`src/design/jer_pkg.sv`:
```
`timescale 1ns / 1ps
`default_nettype none

package jer_pkg;

    localparam int KIND_W   = 2;
    localparam int NUM_W    = 8;
    localparam int VALUE_W  = 16;
    localparam int DZ_W     = 15;
    localparam int MAP_W    = 60;
    localparam int MAPH_W   = 20;
    localparam int RAW_W    = 28;
    localparam int GAME_W   = 16;
    localparam int NAV_W    = 4;
    localparam int TGT_W    = 5;
    localparam int CFG_IDX_W = 4;

    localparam int IN_DATA_W  = 24;
    localparam int IN_USER_W  = 3;
    localparam int OUT_DATA_W = 48;

    // Event kinds
    localparam logic [KIND_W-1:0] KIND_BUTTON = 2'd0;
    localparam logic [KIND_W-1:0] KIND_AXIS   = 2'd1;
    localparam logic [KIND_W-1:0] KIND_CLEAR  = 2'd2;

    // Axis numbers
    localparam logic [NUM_W-1:0] AXIS_STICK_X = 8'd0;
    localparam logic [NUM_W-1:0] AXIS_STICK_Y = 8'd1;
    localparam logic [NUM_W-1:0] AXIS_L2      = 8'd2;
    localparam logic [NUM_W-1:0] AXIS_R2      = 8'd5;
    localparam logic [NUM_W-1:0] AXIS_DPAD_X  = 8'd6;
    localparam logic [NUM_W-1:0] AXIS_DPAD_Y  = 8'd7;

    localparam logic [NUM_W-1:0] BUTTON_COUNT = 8'd16;

    // Raw bit positions
    localparam int BIT_L2       = 16;
    localparam int BIT_R2       = 17;
    localparam int BIT_DP_UP    = 20;
    localparam int BIT_DP_DOWN  = 21;
    localparam int BIT_DP_LEFT  = 22;
    localparam int BIT_DP_RIGHT = 23;
    localparam int BIT_ST_UP    = 24;
    localparam int BIT_ST_DOWN  = 25;
    localparam int BIT_ST_LEFT  = 26;
    localparam int BIT_ST_RIGHT = 27;

    // Configuration register indexes
    localparam logic [CFG_IDX_W-1:0] REG_DEAD_ZONE = 4'd0;
    localparam logic [CFG_IDX_W-1:0] REG_MAP_LOW   = 4'd1;
    localparam logic [CFG_IDX_W-1:0] REG_MAP_MID   = 4'd2;
    localparam logic [CFG_IDX_W-1:0] REG_MAP_HIGH  = 4'd3;

    localparam logic [DZ_W-1:0]   DEAD_ZONE_RST = 15'd10000;
    localparam logic [MAP_W-1:0]  MAP_LOW_RST   = 60'd1134307977866543400;
    localparam logic [MAP_W-1:0]  MAP_MID_RST   = 60'd259138397368483839;
    localparam logic [MAPH_W-1:0] MAP_HIGH_RST  = 20'd235684;

    typedef struct packed {
        logic [RAW_W-1:0]  raw_controls;
        logic [NAV_W-1:0]  nav_directions;
        logic [GAME_W-1:0] game_buttons;
    } result_t;

endpackage

`default_nettype wire

```
`src/design/joystick_event_remapper.sv`:
```
`timescale 1ns / 1ps
`default_nettype none

// Channel    Dir  Handshake                      Payload
// s_axis     in   s_axis_tvalid / s_axis_tready  tdata: number, value; tuser: kind, initial
// m_axis     out  m_axis_tvalid / m_axis_tready  tdata: buttons, nav, raw bits
// cfg        in   cfg_valid / cfg_ready          cfg_index, cfg_data
//
// One event per cycle while the skid slot is empty: the raw-bit update and the
// remap sit between the input handshake and the output register, which holds
// each result. A skid register behind the output register keeps the input open
// for one more beat while the output stalls. Reset clears the raw bits, loads the
// default dead zone and mapping, and empties both output slots.

module joystick_event_remapper (
    input  wire logic                             clk,
    input  wire logic                             rst_n,

    input  wire logic                             s_axis_tvalid,
    output logic                                  s_axis_tready,
    // [7:0] control_number, [23:8] event_value
    input  wire logic [jer_pkg::IN_DATA_W-1:0]    s_axis_tdata,
    // [1:0] kind, [2] is_initial
    input  wire logic [jer_pkg::IN_USER_W-1:0]    s_axis_tuser,

    output logic                                  m_axis_tvalid,
    input  wire logic                             m_axis_tready,
    // [15:0] game_buttons, [19:16] nav_directions, [47:20] raw_controls
    output logic [jer_pkg::OUT_DATA_W-1:0]        m_axis_tdata,

    input  wire logic                             cfg_valid,
    output logic                                  cfg_ready,
    input  wire logic [jer_pkg::CFG_IDX_W-1:0]    cfg_index,
    input  wire logic [jer_pkg::MAP_W-1:0]        cfg_data
);

    logic [jer_pkg::DZ_W-1:0]   dead_zone_reg;
    logic [jer_pkg::MAP_W-1:0]  map_low_reg;
    logic [jer_pkg::MAP_W-1:0]  map_mid_reg;
    logic [jer_pkg::MAPH_W-1:0] map_high_reg;

    logic [jer_pkg::RAW_W-1:0]  raw_reg;
    logic [jer_pkg::RAW_W-1:0]  raw_next;

    jer_pkg::result_t out_reg;
    jer_pkg::result_t out_next;
    jer_pkg::result_t skid_reg;
    logic             out_valid_reg;
    logic             skid_valid_reg;

    logic [jer_pkg::KIND_W-1:0]  kind;
    logic                        is_initial;
    logic [jer_pkg::NUM_W-1:0]   control_number;
    logic signed [jer_pkg::VALUE_W-1:0] event_value;

    logic signed [jer_pkg::VALUE_W:0] value_ext;
    logic signed [jer_pkg::VALUE_W:0] dz_pos;
    logic signed [jer_pkg::VALUE_W:0] dz_neg;
    logic                             below_dz;
    logic                             above_dz;

    logic [jer_pkg::TGT_W*jer_pkg::RAW_W-1:0] map_all;
    logic [jer_pkg::GAME_W-1:0]               game;
    logic [jer_pkg::TGT_W-1:0]                tgt;

    logic in_fire;
    logic out_fire;

    assign kind           = s_axis_tuser[1:0];
    assign is_initial     = s_axis_tuser[2];
    assign control_number = s_axis_tdata[7:0];
    assign event_value    = s_axis_tdata[23:8];

    assign s_axis_tready = !skid_valid_reg;
    assign in_fire       = s_axis_tvalid && s_axis_tready;
    assign out_fire      = out_valid_reg && m_axis_tready;
    assign cfg_ready     = 1'b1;

    assign m_axis_tvalid = out_valid_reg;
    assign m_axis_tdata  = out_reg;

    // Dead zone compare in 17 bits so -dead_zone never wraps
    assign value_ext = {event_value[jer_pkg::VALUE_W-1], event_value};
    assign dz_pos    = $signed({2'b00, dead_zone_reg});
    assign dz_neg    = -dz_pos;
    assign below_dz  = value_ext < dz_neg;
    assign above_dz  = value_ext > dz_pos;

    always_comb
    begin
        raw_next = raw_reg;
        if (kind == jer_pkg::KIND_CLEAR)
        begin
            raw_next = '0;
        end
        else if (!is_initial && kind == jer_pkg::KIND_BUTTON)
        begin
            if (control_number < jer_pkg::BUTTON_COUNT)
            begin
                raw_next[control_number[3:0]] = (event_value != '0);
            end
        end
        else if (!is_initial && kind == jer_pkg::KIND_AXIS)
        begin
            if (control_number == jer_pkg::AXIS_STICK_X)
            begin
                raw_next[jer_pkg::BIT_ST_LEFT]  = below_dz;
                raw_next[jer_pkg::BIT_ST_RIGHT] = above_dz;
            end
            else if (control_number == jer_pkg::AXIS_STICK_Y)
            begin
                raw_next[jer_pkg::BIT_ST_UP]   = below_dz;
                raw_next[jer_pkg::BIT_ST_DOWN] = above_dz;
            end
            else if (control_number == jer_pkg::AXIS_DPAD_X)
            begin
                raw_next[jer_pkg::BIT_DP_LEFT]  = below_dz;
                raw_next[jer_pkg::BIT_DP_RIGHT] = above_dz;
            end
            else if (control_number == jer_pkg::AXIS_DPAD_Y)
            begin
                raw_next[jer_pkg::BIT_DP_UP]   = below_dz;
                raw_next[jer_pkg::BIT_DP_DOWN] = above_dz;
            end
            else if (control_number == jer_pkg::AXIS_L2)
            begin
                raw_next[jer_pkg::BIT_L2] = (value_ext > 17'sd0);
            end
            else if (control_number == jer_pkg::AXIS_R2)
            begin
                raw_next[jer_pkg::BIT_R2] = (value_ext > 17'sd0);
            end
        end
    end

    // Target of raw bit i sits at bits 5i of the joined map
    assign map_all = {map_high_reg, map_mid_reg, map_low_reg};

    always_comb
    begin
        game = '0;
        tgt  = '0;
        for (int i = 0; i < jer_pkg::RAW_W; i++)
        begin
            tgt = map_all[i*jer_pkg::TGT_W +: jer_pkg::TGT_W];
            // targets with the top bit set are unmapped
            if (raw_next[i] && !tgt[jer_pkg::TGT_W-1])
            begin
                game[tgt[jer_pkg::TGT_W-2:0]] = 1'b1;
            end
        end
    end

    always_comb
    begin
        out_next.game_buttons      = game;
        out_next.nav_directions[0] = raw_next[jer_pkg::BIT_DP_UP]    | raw_next[jer_pkg::BIT_ST_UP];
        out_next.nav_directions[1] = raw_next[jer_pkg::BIT_DP_DOWN]  | raw_next[jer_pkg::BIT_ST_DOWN];
        out_next.nav_directions[2] = raw_next[jer_pkg::BIT_DP_LEFT]  | raw_next[jer_pkg::BIT_ST_LEFT];
        out_next.nav_directions[3] = raw_next[jer_pkg::BIT_DP_RIGHT] | raw_next[jer_pkg::BIT_ST_RIGHT];
        out_next.raw_controls      = raw_next;
    end

    always_ff @(posedge clk or negedge rst_n)
    begin
        if (!rst_n)
        begin
            dead_zone_reg <= jer_pkg::DEAD_ZONE_RST;
            map_low_reg   <= jer_pkg::MAP_LOW_RST;
            map_mid_reg   <= jer_pkg::MAP_MID_RST;
            map_high_reg  <= jer_pkg::MAP_HIGH_RST;
        end
        else if (cfg_valid && cfg_ready)
        begin
            unique case (cfg_index)
                jer_pkg::REG_DEAD_ZONE: dead_zone_reg <= cfg_data[jer_pkg::DZ_W-1:0];
                jer_pkg::REG_MAP_LOW:   map_low_reg   <= cfg_data;
                jer_pkg::REG_MAP_MID:   map_mid_reg   <= cfg_data;
                jer_pkg::REG_MAP_HIGH:  map_high_reg  <= cfg_data[jer_pkg::MAPH_W-1:0];
                default:                ;
            endcase
        end
    end

    always_ff @(posedge clk or negedge rst_n)
    begin
        if (!rst_n)
        begin
            raw_reg <= '0;
        end
        else if (in_fire)
        begin
            raw_reg <= raw_next;
        end
    end

    // Output register with a skid slot behind it
    always_ff @(posedge clk or negedge rst_n)
    begin
        if (!rst_n)
        begin
            out_valid_reg  <= 1'b0;
            skid_valid_reg <= 1'b0;
        end
        else if (out_fire || !out_valid_reg)
        begin
            if (skid_valid_reg)
            begin
                out_valid_reg  <= 1'b1;
                skid_valid_reg <= 1'b0;
            end
            else
            begin
                out_valid_reg <= in_fire;
            end
        end
        else if (in_fire)
        begin
            // hold the new beat while the output stalls
            skid_valid_reg <= 1'b1;
        end
    end

    always_ff @(posedge clk)
    begin
        if (out_fire || !out_valid_reg)
        begin
            if (skid_valid_reg)
            begin
                out_reg <= skid_reg;
            end
            else if (in_fire)
            begin
                out_reg <= out_next;
            end
        end
        else if (in_fire)
        begin
            skid_reg <= out_next;
        end
    end

endmodule

`default_nettype wire

```
`config.mk`:
```
export PLATFORM = sky130hd
export DESIGN_NAME = joystick_event_remapper
export DESIGN_NICKNAME = d
export VERILOG_FILES = /design/src/design/jer_pkg.sv /design/src/design/joystick_event_remapper.sv
export SDC_FILE = /design/constraint.sdc
export NUM_CORES = 1
export LEC_CHECK = 0
export BUFFER_PORTS_ARGS = -buffer_cell sky130_fd_sc_hd__buf_4
export CAP_MARGIN = 0
export CORE_MARGIN = 1.5
export CORE_UTILIZATION = 60
export DETAILED_ROUTE_END_ITERATION = 8
export GPL_TIMING_DRIVEN = 0
export PLACE_DENSITY = 0.81
export SYNTH_ARGS = -nofsm -noshare
export SYNTH_HDL_FRONTEND = slang
export SYNTH_SLANG_ARGS = --single-unit
```
`constraint.sdc`:
```
create_clock -name clk -period 11 [get_ports clk]
set_clock_uncertainty 0.1 [all_clocks]
set_input_delay 0.55 -clock clk [delete_from_list [all_inputs] [get_ports clk]]
set_output_delay 0.55 -clock clk [all_outputs]
set_load 0.01 [all_outputs]
```
# Word-level counts from Yosys, hierarchy flattened
# Index checks and enable logic that the tools add are counted.
# totals
regBits	281
out_inout_bits	51
# op_classes
n_addsub	1
magnitude_cmp	62
eq_ne	10
mux	114
n_bitwise	32
reduce_logical	105
# ops
operator	n
$mux W16	29
$or A16 B16 Y16	27
$lt A4 B5 Y1 const B	28
$demux W1 S4	29
$ge A4 B1 Y1 const B	29
$mux W48	2
$logic_and A1 B1 Y1	61
$mux W28	2
$mux W1	35
$logic_not A1 Y1	31
$bwmux W28	1
$eq A8 B3 Y1 const B	3
$mux W2	12
$lt A16 B17 Y1	1
$neg A15 Y17	1
$gt A16 B1 Y1 const B	1
$gt A16 B16 Y1	1
$mux W8	2
$reduce_bool A16 Y1	1
$reduce_and A2 Y1	6
$eq A4 B2 Y1 const B	2
$eq A8 B1 Y1 const B	1
$eq A8 B2 Y1 const B	1
$logic_not A8 Y1	1
13 further kinds	17

# Logic depth before layout (Yosys ltp)
# Gate-level depths: netlist of run 1.
# logic_depth
ltp_word	68
ltp_mapped	18
mapped_depth_nobuf	17

# Worst setup path after synthesis of run 1
# No wires, ideal clock.
# synth_path
path_kind	reg-to-reg
from	reg dead_zone_reg[2] (netlist bit)
to	reg out_reg, in the netlist m_axis_tdata[0], data pin
setup_time_ps	260
arrival_time_ps	3945
slack_ps	6695
path_stages_with_launch	18
synth_period_minus_slack_ps	4305
path_cell_list	dfrtp_1 -> nor2_1 -> nand3_1 -> or3_1 -> nor4_1 -> nand2_1 -> nor4_1 -> xnor2_1 -> ha_1 -> a21oi_1 -> o32a_1 -> mux2_2 -> and3_1 -> a22o_1 -> nor4b_1 -> nand4_1 -> a2111o_1 -> mux2_2
# synth_between
elab_chain_cells	27
elab_cells_between_ends	38
# synth_rtl
element	line	rtl
from (decl)	joystick_event_remapper.sv:37	logic [jer_pkg::DZ_W-1:0] dead_zone_reg;
from (signal assigned)	joystick_event_remapper.sv:168	dead_zone_reg <= jer_pkg::DEAD_ZONE_RST;
from (signal assigned)	joystick_event_remapper.sv:176	jer_pkg::REG_DEAD_ZONE: dead_zone_reg <= cfg_data[jer_pkg::DZ_W-1:0];
$neg A15 Y17	joystick_event_remapper.sv:85	assign dz_neg = -dz_pos;
$lt A16 B17 Y1	joystick_event_remapper.sv:86	assign below_dz = value_ext < dz_neg;
$mux W2	joystick_event_remapper.sv:120	else if (control_number == jer_pkg::AXIS_DPAD_Y)
$mux W2	joystick_event_remapper.sv:115	else if (control_number == jer_pkg::AXIS_DPAD_X)
$mux W4	joystick_event_remapper.sv:110	else if (control_number == jer_pkg::AXIS_STICK_Y)
$mux W6	joystick_event_remapper.sv:105	if (control_number == jer_pkg::AXIS_STICK_X)
$mux W8 *	joystick_event_remapper.sv:103	else if (!is_initial && kind == jer_pkg::KIND_AXIS)
$mux W8 *	joystick_event_remapper.sv:96	else if (!is_initial && kind == jer_pkg::KIND_BUTTON)
[12 not listed]	n/a	
$mux W16	joystick_event_remapper.sv:147	if (raw_next[i] && !tgt[jer_pkg::TGT_W-1])
$or A16 B16 Y16 (no line)	n/a	
$mux W16	joystick_event_remapper.sv:147	
$or A16 B16 Y16 (no line)	n/a	
$mux W16 *	joystick_event_remapper.sv:147	
named net game, one bit	joystick_event_remapper.sv:63	logic [jer_pkg::GAME_W-1:0] game;
$mux W48 *	joystick_event_remapper.sv:232	else if (in_fire)
$mux W48 *	joystick_event_remapper.sv:228	if (skid_valid_reg)
to (signal assigned)	joystick_event_remapper.sv:230	out_reg <= skid_reg;
to (signal assigned)	joystick_event_remapper.sv:234	out_reg <= out_next;
to (decl)	joystick_event_remapper.sv:45	jer_pkg::result_t out_reg;
# The timed path passes the listed nets; every way through them passes the cells marked *. The select of a mux whose other input is x is not followed.
# A chain may end at the register's enable or synchronous reset.

# Final worst setup path of run 1
# Ends and elaborated chain as after synthesis.

==> flow_summary.ini, run 1 <==
[run_status]
status = complete, but fails checks
violations = max-capacitance violations, max-slew violations

[clocking]
ctsHoldBuffers = 1
cts_buffer_depth = 3
cts_num_sinks = 281
insertion_delay_ns = 0.59
root_buffer = clkbuf_16
cts_setup_buffers = 0
cts_resized = 0
tritoncts = done
numCtsBuffers = 29
ctsHtreeMaxLevel = 1
path_clk_slew_ns = 0.07

[detailed_routing]
dr.pass1.iters = 7
drc = 0
drt_iter0_markers = 3278
wl_per_cell_um = 31.3
num_vias = 18250
detail-route-antenna-nets = 0
wl_mm = 76.6
viasPerCell = 7.46

[worst_setup_path]
required_ns = 11.23
cp_max_fo = 4
worstSetupStartpoint = dead_zone_reg[2]$_DFFE_PN0P_
cp-end-kind = flip-flop
regToRegStartpoint = dead_zone_reg[2]$_DFFE_PN0P_
ff2ff_setup_slack_ns = 4.95
startpoint_type = flip-flop
arrival_ns = 6.28
path_class = flip-flop to flip-flop

[cells_and_area]
mostFrequentLayoutCell = nand2_1
fin_nets = 2167
layout_common_cells = nand2_1 (185), mux2_2 (166), buf_4 (146)
final_area_um2 = 20400
syn_to_final_growth_pct = 14.5
fillers = 2111
drive_gt1_frac = 0.242

[sta]
final-max-slew-violation-count = 9
final_hold_viol_count = 0
min_period_ns = 6.05
grt_setup_unrepaired = no
setup_ws_ns = 4.95
finalSetupViolCount = 0
fin_tns_setup_ns = 0
tightest_slew_ns = 1.54
fmax_ghz = 0.165
fin_crit_sh = 0.550
slew_headroom = -0.0271

[global_routing]
grt_overflow_total = 0
antenna_found_initial = 3
grt_max_degree = 110
grtUsageTotal = 0.495
grt_pass1_wl_mm = 112
grt_pass1_vias = 17311

[job]
max_cap_viol_count = 1

[floorplan]
die_h_um = 175
coreArea_um2 = 28900
rows = 62
die_area_um2 = 30700
start_util = 0.615
io_pins = 147
die_w_um = 175

[placed_design]
gp_congestion = 1.19
port_buffers = 145
placed_area_um2 = 19500
hpwl_mm = 59.7
place_ws_ns = 5.29

[power]
ir_drop_v = 0.000190
power_mw = 3.29
p_leak_nw = 7.74
p_per_area_nw_per_um2 = 161

[synth]
synth_cell_type_count = 89
yosys-top-cells-area = edfxtp_1 (16%), dfrtp_1 (14%), dfstp_2 (13%)
yosysWarnings = 0
syn-num-nets = 1985
syn_inst = 1857
synth_top_area_share = 0.162
syn_area_per_cell_um2 = 9.59
syn_area_um2 = 17800
ys_seq_area_frac = 0.428
synth_edf_count = 96
async_flop_share = 0.658
yosys.area.top_type = edfxtp_1
ys_ff_latch = 281
synth-main-ff-cell = dfrtp_1

[hold_path]
holdCritStartpoint = cfg_data[52]
hold_path.class = input pin to flip-flop
## layout make-up
class / count / area [µm²] / share of cell area
buffer: 91 / 378 / 0.0185
inverter: 60 / 225 / 0.0110
multi-input combinational: 1425 / 9600 / 0.471
tap: 384 / 480 / 0.0236
clock buffer: 39 / 773 / 0.0379
sequential: 281 / 7620 / 0.374
timing repair buffer: 151 / 1180 / 0.0580
antenna: 1 / 2.50 / 0.000123
clock inverter: 15 / 134 / 0.00656
## cell families after synthesis
group                    after synthesis  share of synthesized area
AO/OA/AOI/OAI                        327                      0.129
XOR/XNOR                              11                    0.00541
adder cells (fa/ha/maj)               32                     0.0225
buffers and inverters                151                     0.0339
flip-flops                           281                      0.428
multiplexers                         176                      0.112
other                                  1                   0.000211
AND/OR/NAND/NOR                      878                      0.269
## Yosys cell counts, drive strengths merged, types with 19 or more instances
| cell | n |
|---|---|
| dfrtp | 100 |
| and2 | 22 |
| nand4 | 80 |
| clkbuf | 63 |
| nor2 | 109 |
| o211ai | 22 |
| a21oi | 49 |
| mux2 | 166 |
| nor4 | 72 |
| buf | 28 |
| a22oi | 27 |
| nor3 | 106 |
| nor4b | 29 |
| dfstp | 85 |
| nand2 | 185 |
| inv | 59 |
| ha | 32 |
| nand2b | 33 |
| nor3b | 31 |
| o21ai | 81 |
| nand3 | 79 |
| nor2b | 47 |
| a2111oi | 19 |
| or3 | 19 |
| edfxtp | 96 |
## through the flow
stage | hold WS [ns] | util | cells
floorplan | 0.154 | - | 1857
global placement | 0.355 | 0.670 | 2386
detailed placement | 0.367 | 0.673 | 2390
CTS | 0.0969 | 0.705 | 2445
global route | 0.110 | 0.705 | 2446
finish | 0.101 | 0.705 | 2447
## report_power, final
group          total [mW]  internal, mW  switching (mW)
sequential           1.52          1.30           0.226
clock               0.957         0.522           0.435
combinational       0.812         0.298           0.513
total                3.29          2.12            1.17
## routing by layer
layer | track usage | routed length [µm]
met1 | 0.615 | 26800
met2 | 0.756 | 32700
met3 | 0.138 | 10300
met4 | 0.332 | 6820
met5 | 0 | 12
## critical path: stages (launching register included)
cell and delay, ns:
dfrtp_1 0.42, nor2_1 0.20, nand3_1 0.13, or3_1 0.40
nor4_1 0.34, nand2_1 0.19, nor4_1 0.36, xnor2_1 0.12
ha_1 0.30, nand4_1 0.21, nor3_1 0.28, o21ai_0 0.43
a22o_1 0.38, nor4b_1 0.82, nand4_1 0.32, a2111o_1 0.51
mux2_2 0.28
## path summary, 6_finish.rpt
check,cells after the start,end
worst min-delay path,3,map_mid_reg[52]$_DFFE_PN1P_
max in group asynchronous,3,raw_reg[19]$_DFFE_PN0P_
min in group asynchronous,2,map_mid_reg[26]$_DFFE_PN0P_
worst max-delay path,16,m_axis_tdata[0]$_DFFE_PP_
worst min register to register,2,raw_reg[14]$_DFFE_PN0P_
worst max register to register,16,m_axis_tdata[0]$_DFFE_PP_
Power figures use the tool's default switching activity.
==> run 2: changes to the inputs <==
--- a/config.mk
+++ b/config.mk
@@ -8,10 +8,10 @@
 export BUFFER_PORTS_ARGS = -buffer_cell sky130_fd_sc_hd__buf_4
 export CAP_MARGIN = 0
 export CORE_MARGIN = 1.5
-export CORE_UTILIZATION = 60
+export CORE_UTILIZATION = 55
 export DETAILED_ROUTE_END_ITERATION = 8
 export GPL_TIMING_DRIVEN = 0
-export PLACE_DENSITY = 0.81
+export PLACE_DENSITY = 0.78
 export SYNTH_ARGS = -nofsm -noshare
 export SYNTH_HDL_FRONTEND = slang
 export SYNTH_SLANG_ARGS = --single-unit
==> constraint.sdc (replaced) <==
create_clock -name clk -period 5.35 [get_ports clk]
set_clock_uncertainty 0.1 [all_clocks]
set_input_delay 0.2675 -clock clk [delete_from_list [all_inputs] [get_ports clk]]
set_output_delay 0.2675 -clock clk [all_outputs]
set_load 0.01 [all_outputs]
==> run 2 against run 1 <==
Against the previous run:
- the flow still finishes with violations (max-capacitance violations, max-slew violations)
- power up 110%
- global-route usage fell by 1.2 points
- clock power is 110% higher
- register-to-register slack lost 4.8 ns
- critical path depth grew 2
- clock-buffer cell count grew 3
- wire length is 6.6% higher
- largest cell class unchanged
- largest power group unchanged
- highest routed layer unchanged
==> flow_summary.ini, run 2 (synthesized netlist as in run 1, its figures left out) <==
[power]
combPwrFrac = 0.250
pwr-share-clk = 0.293
seqPwrFrac = 0.456
p_leak_nw = 8.06
p_sw_frac = 0.357
ir_drop_v = 0.000371
p_per_area_nw_per_um2 = 325
internal_power_mw = 4.42
p_sw_mw = 2.45
power_mw = 6.88

[worst_setup_path]
cp-end-kind = flip-flop
path_class = flip-flop to flip-flop
required_ns = 5.71
startpoint_type = flip-flop
arrival_ns = 5.58
rr_worst_depth = 18
cp_max_fo = 10

[floorplan]
die_w_um = 183
io_pins = 147
die_h_um = 183
die_area_um2 = 33500
start_util = 0.561
coreArea_um2 = 31700
rows = 65

[global_routing]
grtUsageTotal = 0.483
grt_max_degree = 110
antenna_found_initial = 2
use_met3 = 0.102
grt.busiest_layer = met2
grt_pass1_wl_mm = 117
grt.met1_usage = 0.618
use_met2 = 0.746
grt_pass1_vias = 17556
grt_overflow_total = 0

[detailed_routing]
num_vias = 18414
drc = 0
drt_iter0_markers = 3044
viasPerCell = 7.28
dr.pass1.iters = 8
wl_mm = 81.7
wl_per_cell_um = 32.3
detail-route-antenna-nets = 0

[clocking]
cts_buffer_depth = 3
cts_setup_buffers = 0
root_buffer = clkbuf_16
tritoncts = done
insertion_delay_ns = 0.59
numCtsBuffers = 29
cts_num_sinks = 281
ctsHtreeMaxLevel = 1
path_clk_slew_ns = 0.07

[cells_and_area]
fillers = 2422
final_area_um2 = 21200
layout_common_cells = nand2_1 (184), mux2_2 (166), buf_4 (146)
drive_gt1_frac = 0.243
fin_nets = 2229
syn_to_final_growth_pct = 18.8
mostFrequentLayoutCell = nand2_1
fin_util = 0.667

[hold_path]
worstHoldPathCells = 3
hold_path.class = input pin to flip-flop

[job]
max_cap_viol_count = 1

[sta]
tightest_slew_ns = 1.60
setup_ws_ns = 0.124
final-max-slew-violation-count = 2
final_hold_viol_count = 0
min_period_ns = 5.23
fin_crit_sh = 0.977
fmax_ghz = 0.191
finalSetupViolCount = 0
slew_headroom = -0.0959
fin_tns_setup_ns = 0

[placed_design]
port_buffers = 145
gp_congestion = 1.19
place_ws_ns = -0.467
placed_area_um2 = 19500
hpwl_mm = 63.9

[run_status]
status = complete, but fails checks
violations = max-capacitance violations, max-slew violations
[run 2: changes by cell type in the layout (fill, tap and decap cells not counted), moves of 3 or more]
cell	before	now
dlygate4sd3_1	1	63
clkinv_1	5	1
nor4_1	70	67
nor4_2	1	4
nor4b_1	29	26
[run 2: repair_timing]
| action | CTS | global route |
|---|---|---|
| endpoints found under the setup margin | 10 | 29 |
| gates resized for setup | 6 | 9 |
| pin swaps | 0 | 1 |
| hold endpoints to repair | 233 | 0 |
| hold buffers | 63 | 0 |
[run 2: path summary, 6_finish.rpt]
check	from	end	slack, ns
max	dead_zone_reg[2]$_DFFE_PN0P_	m_axis_tdata[15]$_DFFE_PP_	0.12
max reg2reg	dead_zone_reg[2]$_DFFE_PN0P_	m_axis_tdata[15]$_DFFE_PP_	0.12
min	m_axis_tready	skid_valid_reg$_DFFE_PN0P_	0.06
max in group asynchronous	rst_n	map_high_reg[1]$_DFFE_PN0P_	3.98
min reg2reg	raw_reg[6]$_DFFE_PN0P_	raw_reg[6]$_DFFE_PN0P_	0.38
min in group asynchronous	rst_n	map_low_reg[45]$_DFFE_PN0P_	0.15
[run 2: through the flow]
step | cells | hold slack (ns)
detailed placement | 2408 | 0.183
global placement | 2404 | 0.354
global route | 2526 | 0.0658
floorplan | 1857 | -0.128
CTS | 2525 | 0.0154
finish | 2528 | 0.0628
[run 2: critical path, stage by stage (launching register included)]
cell and delay [ns]:
dfrtp_1 0.41, nor2_1 0.22, nand3_1 0.17, or3_1 0.40, nor4_2 0.26, nand2_1 0.18, nor2_1 0.15, xnor2_1 0.13
ha_1 0.27, a21o_1 0.21, a21oi_1 0.18, o211ai_1 0.32, o21ai_1 0.50, nand2_1 0.20, buf_2 0.24, nor3_1 0.64
nor4_1 0.19, nand3_1 0.17, mux2_2 0.16
[run 2: per-layer routing]
layer / vias up / wire (µm)
met5: - / 58
met4: 4 / 6620
met3: 373 / 9780
met2: 1549 / 35700
met1: 8888 / 29500
li1: 7600 / -
[run 2: area by class of cell]
cell class | count | area (µm²) | area share
inverters | 60 | 225 | 0.0106
repair buffers | 213 | 1820 | 0.0859
multi-input cells | 1425 | 9690 | 0.458
plain buffers | 91 | 378 | 0.0179
diodes | 2 | 5.00 | 0.000237
well taps | 402 | 503 | 0.0238
flip-flops and latches | 281 | 7620 | 0.360
clock inverters | 12 | 115 | 0.00544
clock buffers | 42 | 810 | 0.0383
[run 2: power groups by stage]
stage	clock network (mW)	logic, mW	registers, mW
after global routing	2.09	1.82	3.16
after global placement	0	1.54	3.11
after CTS	2.01	1.65	3.10
after detailed placement	0	1.60	3.13
after floorplan	0	1.03	2.96
final	2.02	1.72	3.14
